===== src/rtl/tas_pkg.sv =====
package tas_pkg;

  localparam int NUM_TASKS = 8;
  localparam int IDX_W = (NUM_TASKS > 1) ? $clog2(NUM_TASKS) : 1;
  localparam int CNT_W = $clog2(NUM_TASKS + 1);
  localparam int MASK_SRC_W = (NUM_TASKS > 8) ? NUM_TASKS : 8;

  localparam logic [2:0] MODE_TICK      = 3'd0;
  localparam logic [2:0] MODE_SEC_TICK  = 3'd1;
  localparam logic [2:0] MODE_ARM_TICK  = 3'd2;
  localparam logic [2:0] MODE_ARM_SEC   = 3'd3;
  localparam logic [2:0] MODE_SET_READY = 3'd4;
  localparam logic [2:0] MODE_CANCEL    = 3'd5;

  typedef struct packed {
    logic capture;
    logic exec;
    logic scan;
    logic finish;
    logic load;
  } tas_cmd_t;

  typedef struct packed {
    logic need_scan;
    logic scan_last;
  } tas_stat_t;

endpackage


===== src/rtl/task_alarm_scheduler.sv =====
// an item passes the exec and done states before out_valid is set; items that need a table scan
// (expiry, seconds match or wake recompute) also pass the scan and finish states in between
// one item is held at a time: a new item is taken only once the last result has been loaded;
// the scan visits one task entry a cycle, set by the single shared compare and min unit
// reset: synchronous, clears ready and armed flags, counters, wake value and out_valid;
// alarm values stay unset until armed
module task_alarm_scheduler
  import tas_pkg::*;
(
  input  logic        clk,
  input  logic        rst,
  input  logic        in_valid,
  output logic        in_ready,
  input  logic [2:0]  mode,
  input  logic [2:0]  task_index,
  input  logic [15:0] tick_delay,
  input  logic [15:0] second_delay,
  input  logic        make_ready,
  output logic        out_valid,
  input  logic        out_ready,
  output logic [7:0]  ready_mask,
  output logic [15:0] tick_now,
  output logic [31:0] seconds_now,
  output logic [15:0] next_wake,
  output logic [3:0]  pending_alarms
);

  tas_cmd_t  cmd;
  tas_stat_t stat;

  tas_ctrl u_ctrl (
    .clk       (clk),
    .rst       (rst),
    .in_valid  (in_valid),
    .in_ready  (in_ready),
    .out_valid (out_valid),
    .out_ready (out_ready),
    .stat      (stat),
    .cmd       (cmd)
  );

  tas_datapath u_dp (
    .clk            (clk),
    .rst            (rst),
    .cmd            (cmd),
    .stat           (stat),
    .mode           (mode),
    .task_index     (task_index),
    .tick_delay     (tick_delay),
    .second_delay   (second_delay),
    .make_ready     (make_ready),
    .ready_mask     (ready_mask),
    .tick_now       (tick_now),
    .seconds_now    (seconds_now),
    .next_wake      (next_wake),
    .pending_alarms (pending_alarms)
  );

endmodule


===== src/rtl/tas_ctrl.sv =====
module tas_ctrl
  import tas_pkg::*;
(
  input  logic      clk,
  input  logic      rst,
  input  logic      in_valid,
  output logic      in_ready,
  output logic      out_valid,
  input  logic      out_ready,
  input  tas_stat_t stat,
  output tas_cmd_t  cmd
);

  localparam logic [2:0] S_IDLE = 3'd0;
  localparam logic [2:0] S_EXEC = 3'd1;
  localparam logic [2:0] S_SCAN = 3'd2;
  localparam logic [2:0] S_FIN  = 3'd3;
  localparam logic [2:0] S_DONE = 3'd4;

  logic [2:0] state;
  logic [2:0] state_next;
  logic       out_free;

  assign in_ready = (state == S_IDLE);
  assign out_free = !out_valid || out_ready;

  always_comb begin
    cmd         = '0;
    cmd.capture = in_valid && (state == S_IDLE);
    cmd.exec    = (state == S_EXEC);
    cmd.scan    = (state == S_SCAN);
    cmd.finish  = (state == S_FIN);
    cmd.load    = (state == S_DONE) && out_free;
  end

  always_comb begin
    state_next = state;
    unique case (state)
      S_IDLE: if (in_valid) state_next = S_EXEC;
      S_EXEC: state_next = stat.need_scan ? S_SCAN : S_DONE;
      S_SCAN: if (stat.scan_last) state_next = S_FIN;
      S_FIN:  state_next = S_DONE;
      S_DONE: if (out_free) state_next = S_IDLE;
      default: state_next = S_IDLE;
    endcase
  end

  always_ff @(posedge clk) begin
    if (rst) begin
      state     <= S_IDLE;
      out_valid <= 1'b0;
    end else begin
      state <= state_next;
      if (cmd.load) begin
        out_valid <= 1'b1;
      end else if (out_ready) begin
        out_valid <= 1'b0;
      end
    end
  end

endmodule


===== src/rtl/tas_datapath.sv =====
module tas_datapath
  import tas_pkg::*;
(
  input  logic        clk,
  input  logic        rst,
  input  tas_cmd_t    cmd,
  output tas_stat_t   stat,
  input  logic [2:0]  mode,
  input  logic [2:0]  task_index,
  input  logic [15:0] tick_delay,
  input  logic [15:0] second_delay,
  input  logic        make_ready,
  output logic [7:0]  ready_mask,
  output logic [15:0] tick_now,
  output logic [31:0] seconds_now,
  output logic [15:0] next_wake,
  output logic [3:0]  pending_alarms
);

  logic [2:0]           op_mode;
  logic [2:0]           op_task;
  logic [15:0]          op_tdel;
  logic [15:0]          op_sdel;
  logic                 op_mk;

  logic [NUM_TASKS-1:0] ready_flag;
  logic [NUM_TASKS-1:0] tick_armed;
  logic [NUM_TASKS-1:0] seconds_armed;
  logic [15:0]          tick_target [NUM_TASKS];
  logic [31:0]          sec_target [NUM_TASKS];
  logic [15:0]          tick_counter;
  logic [31:0]          seconds_counter;
  logic [15:0]          wake_tick;
  logic [CNT_W-1:0]     armed_count;

  logic [IDX_W-1:0]     scan_idx;
  logic                 scan_sec;
  logic                 scan_expire;
  logic [15:0]          best;

  logic [IDX_W-1:0]     task_sel;
  logic                 task_ok;
  logic [15:0]          tick_inc;
  logic                 sec_hit;
  logic                 tick_fire;
  logic [15:0]          ticks_left;
  logic [MASK_SRC_W-1:0] mask_src;

  assign task_sel   = IDX_W'(op_task);
  assign task_ok    = 32'(op_task) < NUM_TASKS;
  assign tick_inc   = tick_counter + 16'd1;
  assign sec_hit    = seconds_armed[scan_idx] && (sec_target[scan_idx] == seconds_counter);
  assign tick_fire  = scan_expire && tick_armed[scan_idx]
                      && (tick_target[scan_idx] == tick_counter);
  assign ticks_left = tick_target[scan_idx] - tick_counter;

  always_comb begin
    stat.scan_last = (scan_idx == IDX_W'(NUM_TASKS - 1));
    stat.need_scan = 1'b0;
    unique case (op_mode)
      MODE_TICK:      stat.need_scan = (armed_count != '0) && (tick_inc == wake_tick);
      MODE_SEC_TICK:  stat.need_scan = 1'b1;
      MODE_ARM_TICK:  stat.need_scan = task_ok;
      MODE_SET_READY: stat.need_scan = task_ok && tick_armed[task_sel];
      MODE_CANCEL:    stat.need_scan = task_ok && tick_armed[task_sel];
      default:        stat.need_scan = 1'b0;
    endcase
  end

  // captured item
  always_ff @(posedge clk) begin
    if (cmd.capture) begin
      op_mode <= mode;
      op_task <= task_index;
      op_tdel <= tick_delay;
      op_sdel <= second_delay;
      op_mk   <= make_ready;
    end
  end

  // per-task alarm values
  always_ff @(posedge clk) begin
    if (cmd.exec && task_ok) begin
      if (op_mode == MODE_ARM_TICK) begin
        tick_target[task_sel] <= tick_counter + op_tdel;
      end
      if (op_mode == MODE_ARM_SEC) begin
        sec_target[task_sel] <= seconds_counter + {16'd0, op_sdel};
      end
    end
  end

  // scan bookkeeping
  always_ff @(posedge clk) begin
    if (cmd.exec) begin
      scan_idx    <= '0;
      scan_sec    <= (op_mode == MODE_SEC_TICK);
      scan_expire <= (op_mode == MODE_TICK);
      best        <= 16'hFFFF;
    end else if (cmd.scan) begin
      scan_idx <= scan_idx + IDX_W'(1);
      if (!scan_sec && !tick_fire && tick_armed[scan_idx] && (ticks_left < best)) begin
        best <= ticks_left;
      end
    end
  end

  // task flags and counters
  always_ff @(posedge clk) begin
    if (rst) begin
      ready_flag      <= '0;
      tick_armed      <= '0;
      seconds_armed   <= '0;
      tick_counter    <= '0;
      seconds_counter <= '0;
      wake_tick       <= '0;
      armed_count     <= '0;
    end else if (cmd.exec) begin
      unique case (op_mode)
        MODE_TICK: begin
          tick_counter <= tick_inc;
        end
        MODE_SEC_TICK: begin
          seconds_counter <= seconds_counter + 32'd1;
        end
        MODE_ARM_TICK: begin
          if (task_ok) begin
            ready_flag[task_sel] <= 1'b0;
            if (!tick_armed[task_sel]) begin
              tick_armed[task_sel] <= 1'b1;
              armed_count          <= armed_count + CNT_W'(1);
            end
          end
        end
        MODE_ARM_SEC: begin
          if (task_ok) begin
            seconds_armed[task_sel] <= 1'b1;
            ready_flag[task_sel]    <= 1'b0;
          end
        end
        MODE_SET_READY: begin
          if (task_ok) begin
            seconds_armed[task_sel] <= 1'b0;
            ready_flag[task_sel]    <= op_mk;
            if (tick_armed[task_sel]) begin
              tick_armed[task_sel] <= 1'b0;
              armed_count          <= armed_count - CNT_W'(1);
            end
          end
        end
        MODE_CANCEL: begin
          if (task_ok && tick_armed[task_sel]) begin
            tick_armed[task_sel] <= 1'b0;
            armed_count          <= armed_count - CNT_W'(1);
          end
        end
        default: begin
        end
      endcase
    end else if (cmd.scan) begin
      if (scan_sec) begin
        if (sec_hit) begin
          ready_flag[scan_idx]    <= 1'b1;
          seconds_armed[scan_idx] <= 1'b0;
        end
      end else if (tick_fire) begin
        ready_flag[scan_idx] <= 1'b1;
        tick_armed[scan_idx] <= 1'b0;
        armed_count          <= armed_count - CNT_W'(1);
      end
    end else if (cmd.finish) begin
      if (!scan_sec && (armed_count != '0)) begin
        wake_tick <= tick_counter + best;
      end
    end
  end

  // result register
  assign mask_src = MASK_SRC_W'(ready_flag);

  always_ff @(posedge clk) begin
    if (cmd.load) begin
      ready_mask     <= mask_src[7:0];
      tick_now       <= tick_counter;
      seconds_now    <= seconds_counter;
      next_wake      <= wake_tick;
      pending_alarms <= 4'(armed_count);
    end
  end

endmodule


===== config.mk =====
export PLATFORM = sky130hd
export DESIGN_NAME = task_alarm_scheduler
export DESIGN_NICKNAME = d
export VERILOG_FILES = /design/src/rtl/tas_pkg.sv /design/src/rtl/task_alarm_scheduler.sv /design/src/rtl/tas_ctrl.sv /design/src/rtl/tas_datapath.sv
export SDC_FILE = /design/constraint.sdc
export NUM_CORES = 1
export LEC_CHECK = 0
export ABC_AREA = 1
export CAP_MARGIN = 20
export CELL_PAD_IN_SITES_DETAIL_PLACEMENT = 2
export CELL_PAD_IN_SITES_GLOBAL_PLACEMENT = 2
export CORE_MARGIN = 3
export CORE_UTILIZATION = 45
export CTS_BUF_LIST = sky130_fd_sc_hd__clkbuf_16
export CTS_CLUSTER_SIZE = 8
export DETAILED_ROUTE_END_ITERATION = 12
export DONT_BUFFER_PORTS = 1
export PLACE_DENSITY_LB_ADDON = 0.15
export SLEW_MARGIN = 20
export SYNTH_ARGS = -nofsm -noshare
export SYNTH_HDL_FRONTEND = slang
export SYNTH_SLANG_ARGS = --single-unit

===== constraint.sdc =====
create_clock -name clk -period 15.3 [get_ports clk]
set_input_delay 1.53 -clock clk [delete_from_list [all_inputs] [get_ports clk]]
set_output_delay 1.53 -clock clk [all_outputs]
set_load 0.05 [all_outputs]

### Word level (Yosys, flattened, before mapping)

Memory sizes are Yosys's and may differ from the RTL's. A register that Yosys moved wholly into a read port is not among the register bits.
Index checks and enable logic that the tools add are counted.

* flip-flop bits (word level): 232
* input port bits: 43
* latch bits: 0
* memories kept: 2
* word-level logic and storage cells: 164
* bits in read-only memories: 0
* memory bits (writable): 384
* output and inout bits: 78

Memories
* u_dp.sec_target: depth 8, width 32, read ports 1, clocked after memory_dff 1, wr ports 1, RTL line tas_datapath.sv:30 `logic [31:0] sec_target [NUM_TASKS];`
* u_dp.tick_target: depth 8, width 16, read ports 1, clocked after memory_dff 1, wr ports 1, RTL line tas_datapath.sv:29 `logic [15:0] tick_target [NUM_TASKS];`

* reduce and logical (&&, ||, !) cells: 36
* equality and inequality tests: 23
* divide/modulo/power cells: 0
* muxes and demuxes: 54
* multipliers: 0
* add/sub/neg operators: 9
* shifts and indexed selects: 0
* $lt $le $gt $ge: 5
* bitwise gates (word level): 12

Operator list (count)
* two-way mux 8 bit: 15
* case mux 8 bit (2 select lines): 3
* bitwise AND 8 bit: 5
* adder 16 bit: 2
* adder 32 x 1 -> 32 bit, second input constant: 1
* adder 32 x 16 -> 32 bit: 1
* == test 16 bit: 2
* == test 32 bit: 1
* two-way mux 3 bit: 8
* two-way mux 4 bit: 6
* bitwise OR 8 bit: 3
* adder 16 x 1 -> 16 bit, second input constant: 1
* less-than comparator 16 bit: 1
* NOT 8 bit: 2
* subtractor 16 bit: 1
* case mux 3 bit (5 select lines): 1
* two-way mux 1 bit: 13
* == test 3 x 2 -> 1 bit, second input constant: 4
* == test 3 bit, second input constant: 4
* logical AND 1 bit: 12
* AND reduction 4 bit: 3
* nonzero test 2 bit: 5
* binary-select mux 1 bit (select 3 bit): 3
* != test 3 x 2 -> 1 bit, second input constant: 3
* 24 further kinds: 39

### Logic depth before layout (Yosys ltp)

Gate-level depths: netlist of the first run.

* depth in word-level cells: 10
* mapped depth: 35

### By module

Synthesis of the first run repeated with hierarchy kept, for this count alone.

* cells, all modules: 2956
* area total of the unflattened synthesis: 28961.5 um^2

By module, submodules not included
* tas_datapath: times used 1, area an instance 28732.6 um^2, cells an instance 2919
* tas_ctrl: times used 1, area an instance 229.0 um^2, cells an instance 37

### Worst setup path after synthesis of the first run

OpenSTA, ideal clock, no wires.

* kind: input to register
* start: input out_ready
* end: register u_dp.next_wake[0], enable pin
* required time: 14602 ps
* stages: 2
* setup slack: 5847 ps
* arrival: 8755 ps
* path through: nor2_1 -> nor4_1

RTL lines
* start, declared: RTL line task_alarm_scheduler.sv:20 `input logic out_ready,`
* end signal, assigned: RTL line tas_datapath.sv:186 `next_wake <= wake_tick;`
* end, declared: RTL line tas_datapath.sv:16 `output logic [15:0] next_wake,`

==> results of run 1 <==
-- sequential cells by signal, indices dropped and copies added, names as in the netlist, 3 cells and up, named ones only --
signal                count
u_ctrl.state              3
u_dp.armed_count          4
u_dp.best                16
u_dp.mask_src             8
u_dp.next_wake           16
u_dp.op_mode              3
u_dp.op_sdel             16
u_dp.op_task              3
u_dp.op_tdel             16
u_dp.pending_alarms       4
u_dp.ready_mask           8
u_dp.scan_idx             3
u_dp.sec_target         256
u_dp.seconds_counter     32
u_dp.seconds_now         32
u_dp.tick_counter        16
u_dp.tick_now            16
u_dp.tick_target        128
u_dp.wake_tick           16
-- layout by cell type, fill, tap and decap left out, types with 5 or more instances in the layout --
cell type,count
sky130_fd_sc_hd__nor2_2,6
sky130_fd_sc_hd__nand3b_1,6
sky130_fd_sc_hd__o21ai_0,221
sky130_fd_sc_hd__o32ai_1,8
sky130_fd_sc_hd__o21ai_1,23
sky130_fd_sc_hd__nor3b_1,6
sky130_fd_sc_hd__nor2_1,413
sky130_fd_sc_hd__dfxtp_1,115
sky130_fd_sc_hd__a21oi_1,133
sky130_fd_sc_hd__buf_4,35
sky130_fd_sc_hd__nand2_1,543
sky130_fd_sc_hd__clkbuf_16,89
sky130_fd_sc_hd__inv_2,5
sky130_fd_sc_hd__o211ai_1,17
sky130_fd_sc_hd__inv_1,379
sky130_fd_sc_hd__nor3_1,38
sky130_fd_sc_hd__a31oi_1,19
sky130_fd_sc_hd__o22ai_1,20
sky130_fd_sc_hd__nand3_1,187
sky130_fd_sc_hd__ha_1,82
sky130_fd_sc_hd__nand4_1,38
sky130_fd_sc_hd__xnor2_1,22
sky130_fd_sc_hd__xor2_1,77
sky130_fd_sc_hd__edfxtp_1,501
sky130_fd_sc_hd__nor2_4,7
sky130_fd_sc_hd__a21boi_0,6
sky130_fd_sc_hd__diode_2,5
-- stage by stage --
step,cells,area (um2),util [%],hold WS [ps]
2_1_floorplan,2982,29200,-,408
3_3_place_gp,3756,30000,47.1,418
3_5_place_dp,3757,30000,47.1,426
4_1_cts,3916,32500,51.1,445
5_1_grt,3918,32500,51.1,454
6_report,3921,32500,51.1,449
-- worst min path at each step --
stage,startpoint,end,slack [ps],cells past startpoint
detailed placement,u_dp.wake_tick[10],u_dp.next_wake[10],430,0
finish,u_dp.wake_tick[10],u_dp.next_wake[10],450,0
global route,u_dp.mask_src[4],u_dp.ready_mask[4],450,0
CTS,u_dp.wake_tick[10],u_dp.next_wake[10],440,0
global placement,u_dp.mask_src[7],u_dp.ready_mask[7],420,0
floorplan,u_dp.wake_tick[10],u_dp.next_wake[10],410,0
-- power breakdown --
| group | internal [mW] | switching [mW] | total (mW) |
|---|---|---|---|
| clock network | 1.04 | 0.774 | 1.82 |
| registers | 1.85 | 0.0470 | 1.90 |
| logic | 0.145 | 0.393 | 0.537 |
-- area by class of cell --
cell class	count	area, um2
Antenna cell	5	12.5
Fill cell	6536	31100
Sequential cell	619	17400
Inverter	324	1220
Multi-Input combinational cell	1933	10000
Clock buffer	89	2230
Clock inverter	70	320
Tap cell	846	1060
Timing Repair Buffer	35	263
-- cells by family (layout without fill, tap and decap cells) --
kind of cell,after synthesis,in the layout
buf+inv,430,518
simple gates,1267,1267
other cells,0,5
fa+ha+maj,86,86
flops,619,619
compound gates,478,478
xor+xnor,102,102
-- metal layers --
metal / track usage (%) / share of wire, % / vias to the layer above
met5: 0 / 0 / -
met4: 18.9 / 6.0 / 0
met3: 5.30 / 4.7 / 353
met2: 58.5 / 51 / 836
met1: 38.1 / 39 / 12100
li1: - / - / 10200
==> flow_summary_export.csv, run 1 <==
group,metric,value,unit
clock_tree,post_cts_hold_buffers,0,
critical_path,worst-setup-path-type,"reg2reg",
pwr,p_per_area,131,nW/um2
logic_synthesis,synth-edff-count,501,
pwr,leakagePower,12.7,nW
logic_synthesis,synthesis.area_per_instance,9.79,um2
drt,route.vias.total,23500,
critical_path,worst_setup_path_end_kind,"flip-flop",
critical_path,cp_max_fo,61,
drt,dr.pass1.iters,5,
critical_path,critPathArrivalTime,7230,ps
clock_tree,tritoncts_num_sinks,619,
sta,timing.clock.skew,30.9,ps
global_route,grt_antenna_before_repair,4,
logic_synthesis,post_synthesis_sequential_area_ratio,59.6,%
floorplanning,die_area,67900,um2
logic_synthesis,syn-num-nets,3111,
global_route,grt_total_usage,33.1,%
sta,grt_setup_unrepaired,"no",
clock_tree,h-tree-depth,3,
logic_synthesis,synth.area.mux_share,0,%
clock_tree,cts.root.buffer_cell,"sky130_fd_sc_hd__clkbuf_16",
sta,layout_setup_ws,8510,ps
clock_tree,tritoncts.num_buffers,87,
logic_synthesis,synth_xor_xnor_area_share,3.18,%
logic_synthesis,netlist_area,29200,um2
logic_synthesis,main_combinational_cell_family_by_area_after_synthesis,"simple AND/OR/NAND/NOR gates",
sta,setup_tns_final,0,ps
clock_tree,post_cts_resize_count,0,
floorplanning,initial_utilization,45.8,%
placement,io_buffers,0,
floorplanning,floorplan.core_area,63700,um2
global_route,overflow_after_grt,0,
critical_path,slowest_delay,890,ps
logic_synthesis,synth_seq_cells,619,
outcome,run_status,"completed",
placement,placement.setup.worst_slack,8770,ps
critical_path,rr_worst_depth,23,
pwr,vdd_drop_max,0.0000866,V
logic_synthesis,synth-compound-area-share,9.01,%
clock_tree,max-clock-path-buffers,3,
drt,detailedRoute.firstIterationViolations,1879,
sta,final_slew_violations,0,
sta,final_period_minus_worst_setup_slack,6790,ps
critical_path,timing.critical_path.max_delay_family,"compound AO/OA/AOI/OAI gates",
logic_synthesis,synthAdderAreaFrac,3.79,%
finish,layout-area-overhead-vs-synth,11.5,%
logic_synthesis,synth_top_cells_by_count,"sky130_fd_sc_hd__nand2_1 (543), sky130_fd_sc_hd__edfxtp_1 (501), sky130_fd_sc_hd__nor2_1 (419), sky130_fd_sc_hd__inv_1 (316), sky130_fd_sc_hd__o21ai_0 (221)",
drt,routed_wl,112000,um
logic_synthesis,post_synth_and_or_nand_nor_area_fraction,18.2,%
clock_tree,cts_tree,"yes",
critical_path,timing.critical_path.slowest_stage_cell,"sky130_fd_sc_hd__dfxtp_4",
sta,final-setup-viol-count,0,
critical_path,reg2reg_slack,8510,ps
clock_tree,cts_post_setup_buffers_inserted,0,
logic_synthesis,postSynth.asyncResetShare,0,%
finish,share_of_cells_above_drive_strength_1,5.73,%
critical_path,crit_cells,23,
logic_synthesis,yosys-top-cells-area,"sky130_fd_sc_hd__edfxtp_1 (52%), sky130_fd_sc_hd__dfxtp_1 (8.1%), sky130_fd_sc_hd__nand2_1 (7.0%)",
critical_path,cp.buffers_inverters,4,
logic_synthesis,ys.flop_type,"sky130_fd_sc_hd__edfxtp_1",
floorplanning,die_h,261,um
pwr,fin_total_pwr,4.25,mW
clock_tree,path_clk_slew,50,ps
logic_synthesis,yosys_warnings,0,
job,cap_viol_max_count,0,
sta,timing_hold_violations_final,0,
logic_synthesis,netlist.top_cell.by_area,"sky130_fd_sc_hd__edfxtp_1",
hold_path,worst_hold_path_type,"reg2reg",
logic_synthesis,post_synth_num_cell_types,59,
placement,hpwl_after_dpl,70700,um
critical_path,worstPathRequired,15740,ps
clock_tree,insertion_delay,640,ps
drt,antenna_violating_nets_post_route,0,
placement,routabilityCongestion,0.842,
global_route,grt_start_max_net_pins,76,
critical_path,timing.critical_path.cells,"inv_2, buf_4, buf_4, nor2_1, o21ai_0, a31oi_1, ha_1, nand2_1, nor2_1, nor3b_1, o21bai_1, a31oi_1, o21ai_0, nand2_1, nand2_1, xor2_1, ha_1, a2111oi_0, nand3_1, nor2_1, nand3_1, inv_2, o211ai_1",
critical_path,cp-endpoint,"u_dp.best[3]",
global_route,grt_pass1_wl,168000,um
floorplanning,num_io_pins,121,
logic_synthesis,portion_of_synthesized_cell_area_occupied_by_the_leading_cell_type,51.6,%
logic_synthesis,synthCells,2982,
global_route,first_global_vias,26500,
sta,tightestPinTransition,1020,ps
critical_path,worst_setup_path_start_kind,"flip-flop",
sta,fmaxAchievable,147,MHz
drt,drc,0,
drt,post_drt_wl_per_cell,28.7,um
critical_path,rr_endpoint,"u_dp.best[3]",
drt,avgViaCountPerCell,5.99,
sta,period_share,44.4,%
floorplanning,fp-row-count,92,
finish,final_net_count,3129,
floorplanning,die_span_x,261,um
sta,max_slew_margin,31.9,%
logic_synthesis,post-synth-top-count-cell,"sky130_fd_sc_hd__nand2_1",
Note: power is estimated with default switching activity, not from simulation.
==> run 2, diff against run 1 <==
--- a/config.mk
+++ b/config.mk
@@ -10,7 +10,7 @@
 export CELL_PAD_IN_SITES_DETAIL_PLACEMENT = 2
 export CELL_PAD_IN_SITES_GLOBAL_PLACEMENT = 2
 export CORE_MARGIN = 3
-export CORE_UTILIZATION = 45
+export CORE_UTILIZATION = 42
 export CTS_BUF_LIST = sky130_fd_sc_hd__clkbuf_16
 export CTS_CLUSTER_SIZE = 8
 export DETAILED_ROUTE_END_ITERATION = 12
==> constraint.sdc (replaced) <==
create_clock -name clk -period 7 [get_ports clk]
set_input_delay 0.7 -clock clk [delete_from_list [all_inputs] [get_ports clk]]
set_output_delay 0.7 -clock clk [all_outputs]
set_load 0.05 [all_outputs]
==> run 2 against run 1 <==
Compared with the run above: critical endpoint is now u_dp.best[13]; register-to-register slack worse by 7400 ps; via count down 4.6%; sequential share of layout area fell by 0.17 points; setup slack worse by 7400 ps.
==> flow_summary_export.csv, run 2 (synthesis results as in run 1) <==
group,metric,value,unit
outcome,run_status,"completed",
pwr,seq_power_share,45.3,%
finish,top_register,"u_dp.sec_target",
hold_path,worst_hold_path_type,"in2reg",
critical_path,worst_setup_path_start_kind,"flip-flop",
clock_tree,post_cts_resize_count,0,
job,cap_viol_max_count,0,
sta,timing_hold_violations_final,0,
critical_path,timing.critical_path.slowest_stage_cell,"sky130_fd_sc_hd__buf_4",
clock_tree,post_cts_hold_buffers,0,
pwr,fin_total_pwr,9.15,mW
clock_tree,insertion_delay,650,ps
drt,avgViaCountPerCell,5.60,
critical_path,timing.critical_path.max_delay_family,"compound AO/OA/AOI/OAI gates",
finish,largest_register_ffs,256,
finish,final_net_count,3131,
drt,routed_wl,102000,um
finish,utilization,47.5,%
global_route,grt_antenna_before_repair,0,
critical_path,slowest_delay,690,ps
floorplanning,floorplan.core_area,68700,um2
finish,layout-area-overhead-vs-synth,11.9,%
critical_path,critPathArrivalTime,6410,ps
sta,max_slew_margin,35.7,%
hold_path,sink_of_the_worst_hold_path,"u_dp.op_tdel[8]",
pwr,switching_power,2.55,mW
critical_path,rr_endpoint,"u_dp.best[13]",
placement,placement.setup.worst_slack,1170,ps
clock_tree,max-clock-path-buffers,3,
pwr,p_comb_share,12.0,%
finish,share_of_cells_above_drive_strength_1,5.80,%
critical_path,rr_worst_depth,22,
placement,io_buffers,0,
drt,drc,0,
clock_tree,path_clk_slew,50,ps
sta,grt_setup_unrepaired,"no",
placement,dpl.cell_count,3844,
floorplanning,num_io_pins,121,
critical_path,reg2reg_slack,1150,ps
global_route,overflow_after_grt,0,
global_route,grt_start_max_net_pins,183,
global_route,first_global_vias,25200,
drt,post_drt_wl_per_cell,25.6,um
sta,timing.clock.skew,36.5,ps
finish,final-instance-count-excl-fill,4003,
clock_tree,cts_tree,"yes",
sta,final_period_minus_worst_setup_slack,5850,ps
clock_tree,tritoncts_num_sinks,619,
sta,period_share,83.6,%
placement,hpwl_after_dpl,66700,um
pwr,power.internal,6.60,mW
global_route,grt_total_usage,27.9,%
sta,layout_setup_ws,1150,ps
critical_path,cp_max_fo,73,
sta,setup_tns_final,0,ps
sta,hold-worst-slack,156,ps
sta,final_slew_violations,0,
critical_path,timing.critical_path.cells,"inv_4, buf_4, nor2_1, o221ai_1, o21ai_0, ha_1, nor2_1, nor3b_1, o21bai_1, a31oi_1, o21ai_0, nand2_1, nand2_1, xor2_1, ha_1, a2111oi_0, nand3_1, nor2_1, nand3_1, inv_2, o21ai_0, nand2_1",
drt,detailedRoute.firstIterationViolations,1395,
global_route,grt_pass1_wl,156000,um
sta,fmaxAchievable,171,MHz
pwr,p_per_area,280,nW/um2
clock_tree,cts.root.buffer_cell,"sky130_fd_sc_hd__clkbuf_16",
sta,tightestPinTransition,957,ps
drt,dr.pass1.iters,5,
clock_tree,h-tree-depth,3,
placement,dpl_cell_area,30100,um2
critical_path,worstPathRequired,7560,ps
floorplanning,die_span_x,270,um
finish,final_cell_area_excluding_filler_cells,32600,um2
pwr,netSwitchingFraction,27.8,%
pwr,clock_power_share,42.6,%
finish,most_common_cell_after_layout_fill_and_taps_aside,"sky130_fd_sc_hd__nand2_1",
critical_path,cp.buffers_inverters,3,
placement,routabilityCongestion,0.845,
drt,antenna_violating_nets_post_route,0,
pwr,leakagePower,12.7,nW
finish,reg.largest.list,"u_dp.sec_target (256), u_dp.tick_target (128)",
clock_tree,tritoncts.num_buffers,87,
pwr,vdd_drop_max,0.000161,V
hold_path,hold_path_depth,0,
finish,mostFrequentLayoutCells,"sky130_fd_sc_hd__nand2_1 (543), sky130_fd_sc_hd__edfxtp_1 (501), sky130_fd_sc_hd__nor2_1 (413)",
critical_path,worst_setup_path_end_kind,"flip-flop",
floorplanning,initial_utilization,42.5,%
critical_path,worst-setup-path-type,"reg2reg",
floorplanning,die_area,72700,um2
floorplanning,die_h,270,um
drt,route.vias.total,22400,
clock_tree,cts_post_setup_buffers_inserted,0,
hold_path,origin_of_the_worst_min_delay_path,"tick_delay[8]",
sta,final-setup-viol-count,0,
floorplanning,fp-row-count,96,
==> run 2: worst register-to-register path, cell delays in order (launching register included) <==
cell and delay, ps:
sky130_fd_sc_hd__dfxtp_4 430, sky130_fd_sc_hd__inv_4 380, sky130_fd_sc_hd__buf_4 700, sky130_fd_sc_hd__nor2_1 120, sky130_fd_sc_hd__o221ai_1 210, sky130_fd_sc_hd__o21ai_0 170
sky130_fd_sc_hd__ha_1 290, sky130_fd_sc_hd__nor2_1 110, sky130_fd_sc_hd__nor3b_1 90, sky130_fd_sc_hd__o21bai_1 240, sky130_fd_sc_hd__a31oi_1 200, sky130_fd_sc_hd__o21ai_0 460
sky130_fd_sc_hd__nand2_1 100, sky130_fd_sc_hd__nand2_1 100, sky130_fd_sc_hd__xor2_1 220, sky130_fd_sc_hd__ha_1 280, sky130_fd_sc_hd__a2111oi_0 520, sky130_fd_sc_hd__nand3_1 130
sky130_fd_sc_hd__nor2_1 110, sky130_fd_sc_hd__nand3_1 230, sky130_fd_sc_hd__inv_2 430, sky130_fd_sc_hd__o21ai_0 170, sky130_fd_sc_hd__nand2_1 90
==> run 2: power by group through the flow <==
stage	Sequential [mW]	Clock, mW	Combinational [mW]
3_3_place_gp	4.22	0	1.01
2_1_floorplan	4.19	0	0.792
3_5_place_dp	4.22	0	1.08
4_1_cts	4.15	3.97	1.11
6_report	4.15	3.90	1.10
5_1_grt	4.15	4.12	1.23
==> run 2: worst max path at each step <==
stage,endpoint,startpoint,slack [ps],depth (start not counted)
after floorplan,u_dp.next_wake[0],out_ready,1590,2
after global placement,u_dp.best[13],flip-flop,1490,22
after detailed placement,u_dp.best[10],flip-flop,1170,22
after CTS,u_dp.best[13],flip-flop,1160,22
after global routing,u_dp.best[2],flip-flop,540,22
final,u_dp.best[13],flip-flop,1150,22
==> run 2: routing by layer <==
layer  up-vias  GRT usage [%]  part of all wire [%]
met5         -              0                     0
met4         0           9.81                   3.5
met3       186           3.33                   3.1
met2       507           51.6                    52
met1     11500           33.3                    41
li1      10200              -                     -
==> run 2: area by class of cell <==
class	instances	area [um2]
antenna	1	2.50
clock buffer	87	2180
clock inverter	71	337
fill	7280	36100
inverter	324	1220
multi-input combinational	1933	10000
sequential	619	17400
tap	931	1160
timing repair buffer	37	290
==> run 3, diff against run 2 <==
==> constraint.sdc (replaced) <==
create_clock -name clk -period 5.82 [get_ports clk]
set_input_delay 0.582 -clock clk [delete_from_list [all_inputs] [get_ports clk]]
set_output_delay 0.582 -clock clk [all_outputs]
set_load 0.05 [all_outputs]
==> run 3 against run 2 <==
Compared with the run above: final area increased by 0.36%; core utilization up 0.17 points; clock skew is 11 ps lower; clock power grew 21%; wire length grew 2.7%; critical path depth increased by 6; final cell count grew 0.27%; clock-buffer cell count is 1 higher; global-route usage is 0.77 points higher; die area unchanged.
==> flow_summary_export.csv, run 3 (synthesis results as in run 1) <==
group,metric,value,unit
sta,final_slew_violations,0,
drt,route.vias.total,22600,
critical_path,critPathArrivalTime,5980,ps
critical_path,worst_setup_path_end_kind,"flip-flop",
floorplanning,num_io_pins,121,
finish,most_common_cell_after_layout_fill_and_taps_aside,"sky130_fd_sc_hd__nand2_1",
global_route,overflow_after_grt,0,
placement,io_buffers,0,
clock_tree,cts.root.buffer_cell,"sky130_fd_sc_hd__clkbuf_16",
critical_path,worstPathRequired,6390,ps
pwr,fin_total_pwr,11.1,mW
drt,detailedRoute.firstIterationViolations,1493,
floorplanning,floorplan.core_area,68700,um2
clock_tree,cts_tree,"yes",
drt,avgViaCountPerCell,5.64,
finish,largest_register_ffs,256,
clock_tree,path_clk_slew,50,ps
critical_path,worst-setup-path-type,"reg2reg",
pwr,p_per_area,338,nW/um2
clock_tree,tritoncts_num_sinks,619,
critical_path,worst_setup_path_start_kind,"flip-flop",
drt,drc,0,
global_route,grt_total_usage,28.7,%
finish,utilization,47.7,%
finish,layout-area-overhead-vs-synth,12.3,%
finish,top_register,"u_dp.sec_target",
finish,share_of_cells_above_drive_strength_1,6.10,%
hold_path,worst_hold_path_type,"in2reg",
sta,grt_setup_unrepaired,"no",
floorplanning,initial_utilization,42.5,%
critical_path,cp_max_fo,63,
sta,final_period_minus_worst_setup_slack,5410,ps
drt,post_drt_wl_per_cell,26.2,um
clock_tree,insertion_delay,650,ps
finish,fillers,7238,
finish,antenna-diode-count,0,
floorplanning,die_span_x,270,um
job,cap_viol_max_count,0,
sta,tightestPinTransition,1080,ps
sta,setup_tns_final,0,ps
finish,final_net_count,3141,
global_route,grt_start_max_net_pins,91,
outcome,run_status,"completed",
pwr,vdd_drop_max,0.000272,V
clock_tree,h-tree-depth,3,
floorplanning,fp-row-count,96,
placement,hpwl_after_dpl,69700,um
finish,final-instance-count-excl-fill,4014,
global_route,grt_pass1_wl,159000,um
finish,mostFrequentLayoutCells,"sky130_fd_sc_hd__nand2_1 (543), sky130_fd_sc_hd__edfxtp_1 (501), sky130_fd_sc_hd__nor2_1 (413)",
hold_path,origin_of_the_worst_min_delay_path,"rst",
sta,timing.clock.skew,25.1,ps
critical_path,slowest_delay,510,ps
pwr,leakagePower,12.8,nW
sta,fmaxAchievable,185,MHz
sta,final-setup-viol-count,0,
sta,period_share,93.0,%
drt,routed_wl,105000,um
finish,reg.largest.list,"u_dp.sec_target (256), u_dp.tick_target (128)",
critical_path,critical-path-top-cell-by-count,"sky130_fd_sc_hd__nand2_1",
drt,dr.pass1.iters,5,
global_route,grt_antenna_before_repair,1,
sta,max_slew_margin,27.9,%
placement,dpl.cell_count,3851,
floorplanning,die_area,72700,um2
placement,routabilityCongestion,0.876,
drt,antenna_violating_nets_post_route,0,
sta,timing_hold_violations_final,0,
floorplanning,die_h,270,um
critical_path,timing.critical_path.slowest_stage_cell,"sky130_fd_sc_hd__dfxtp_4",
global_route,first_global_vias,25500,
clock_tree,tritoncts.num_buffers,87,
clock_tree,max-clock-path-buffers,3,
## run 3: cell types whose count changed in the layout (fill, tap and decap cells not counted), moves of 2 or more
cell / change
sky130_fd_sc_hd__buf_4: +6
sky130_fd_sc_hd__buf_6: +2
sky130_fd_sc_hd__buf_8: +2
sky130_fd_sc_hd__inv_2: -2
sky130_fd_sc_hd__inv_6: +3
## run 3: final timing paths
kind | to | slack, ps | cells after the start
max reg2reg | u_dp.best[13] | 410 | 28
min reg2reg | u_dp.ready_mask[7] | 440 | 0
max | u_dp.best[13] | 410 | 28
min | flip-flop | 30 | 1
## run 3: where the power goes
group | internal, mW | switching (mW)
clock | 2.72 | 1.99
sequential | 4.87 | 0.118
combinational | 0.386 | 0.985
total | 7.97 | 3.10
## run 3: per-stage QoR
step	worst slack [ps]	hold slack, ps	area, um2
after detailed placement	22.3	426	30200
after floorplan	532	408	29200
after global placement	578	425	30200
final	409	31.9	32800
after CTS	93.6	1.08	32700
after global routing	6.38	4.14	32800
## run 3: per-layer routing
metal  vias up  track usage, %  wire, um
li1      10200               -         -
met1     11600            33.5     41500
met2       585            52.3     54800
met3       269            3.70      3880
met4         2            13.0      4920
met5         -               0         9
## run 3: final cells by class
type                            count  area, um2  share of cell area, %
Multi-Input combinational cell   1933      10000                   30.7
Sequential cell                   619      17400                   53.2
Timing Repair Buffer               47        378                   1.15
Clock inverter                     72        333                   1.02
Clock buffer                       88       2200                   6.72
Inverter                          324       1230                   3.75
Tap cell                          931       1160                   3.56
## run 3: worst max-delay path, delay by kind of cell, from the launching register on
family / cells / cell delay [ps]
AO/OA/AOI/OAI: 5 / 1360
AND/OR/NAND/NOR: 16 / 1730
XOR/XNOR: 1 / 180
buffers and inverters: 3 / 600
adder cells (fa/ha/maj): 3 / 930
flip-flops: 1 / 510
## run 3: timing repair
action | 4_1_cts | 5_1_grt
gates resized for setup | 2 | 9
endpoints found under the hold margin | 4 | 0
endpoints found under the setup margin | 15 | 16
cloned | 0 | 0
hold buffers | 1 | 0
pin swaps | 0 | 0
setup buffers | 0 | 2
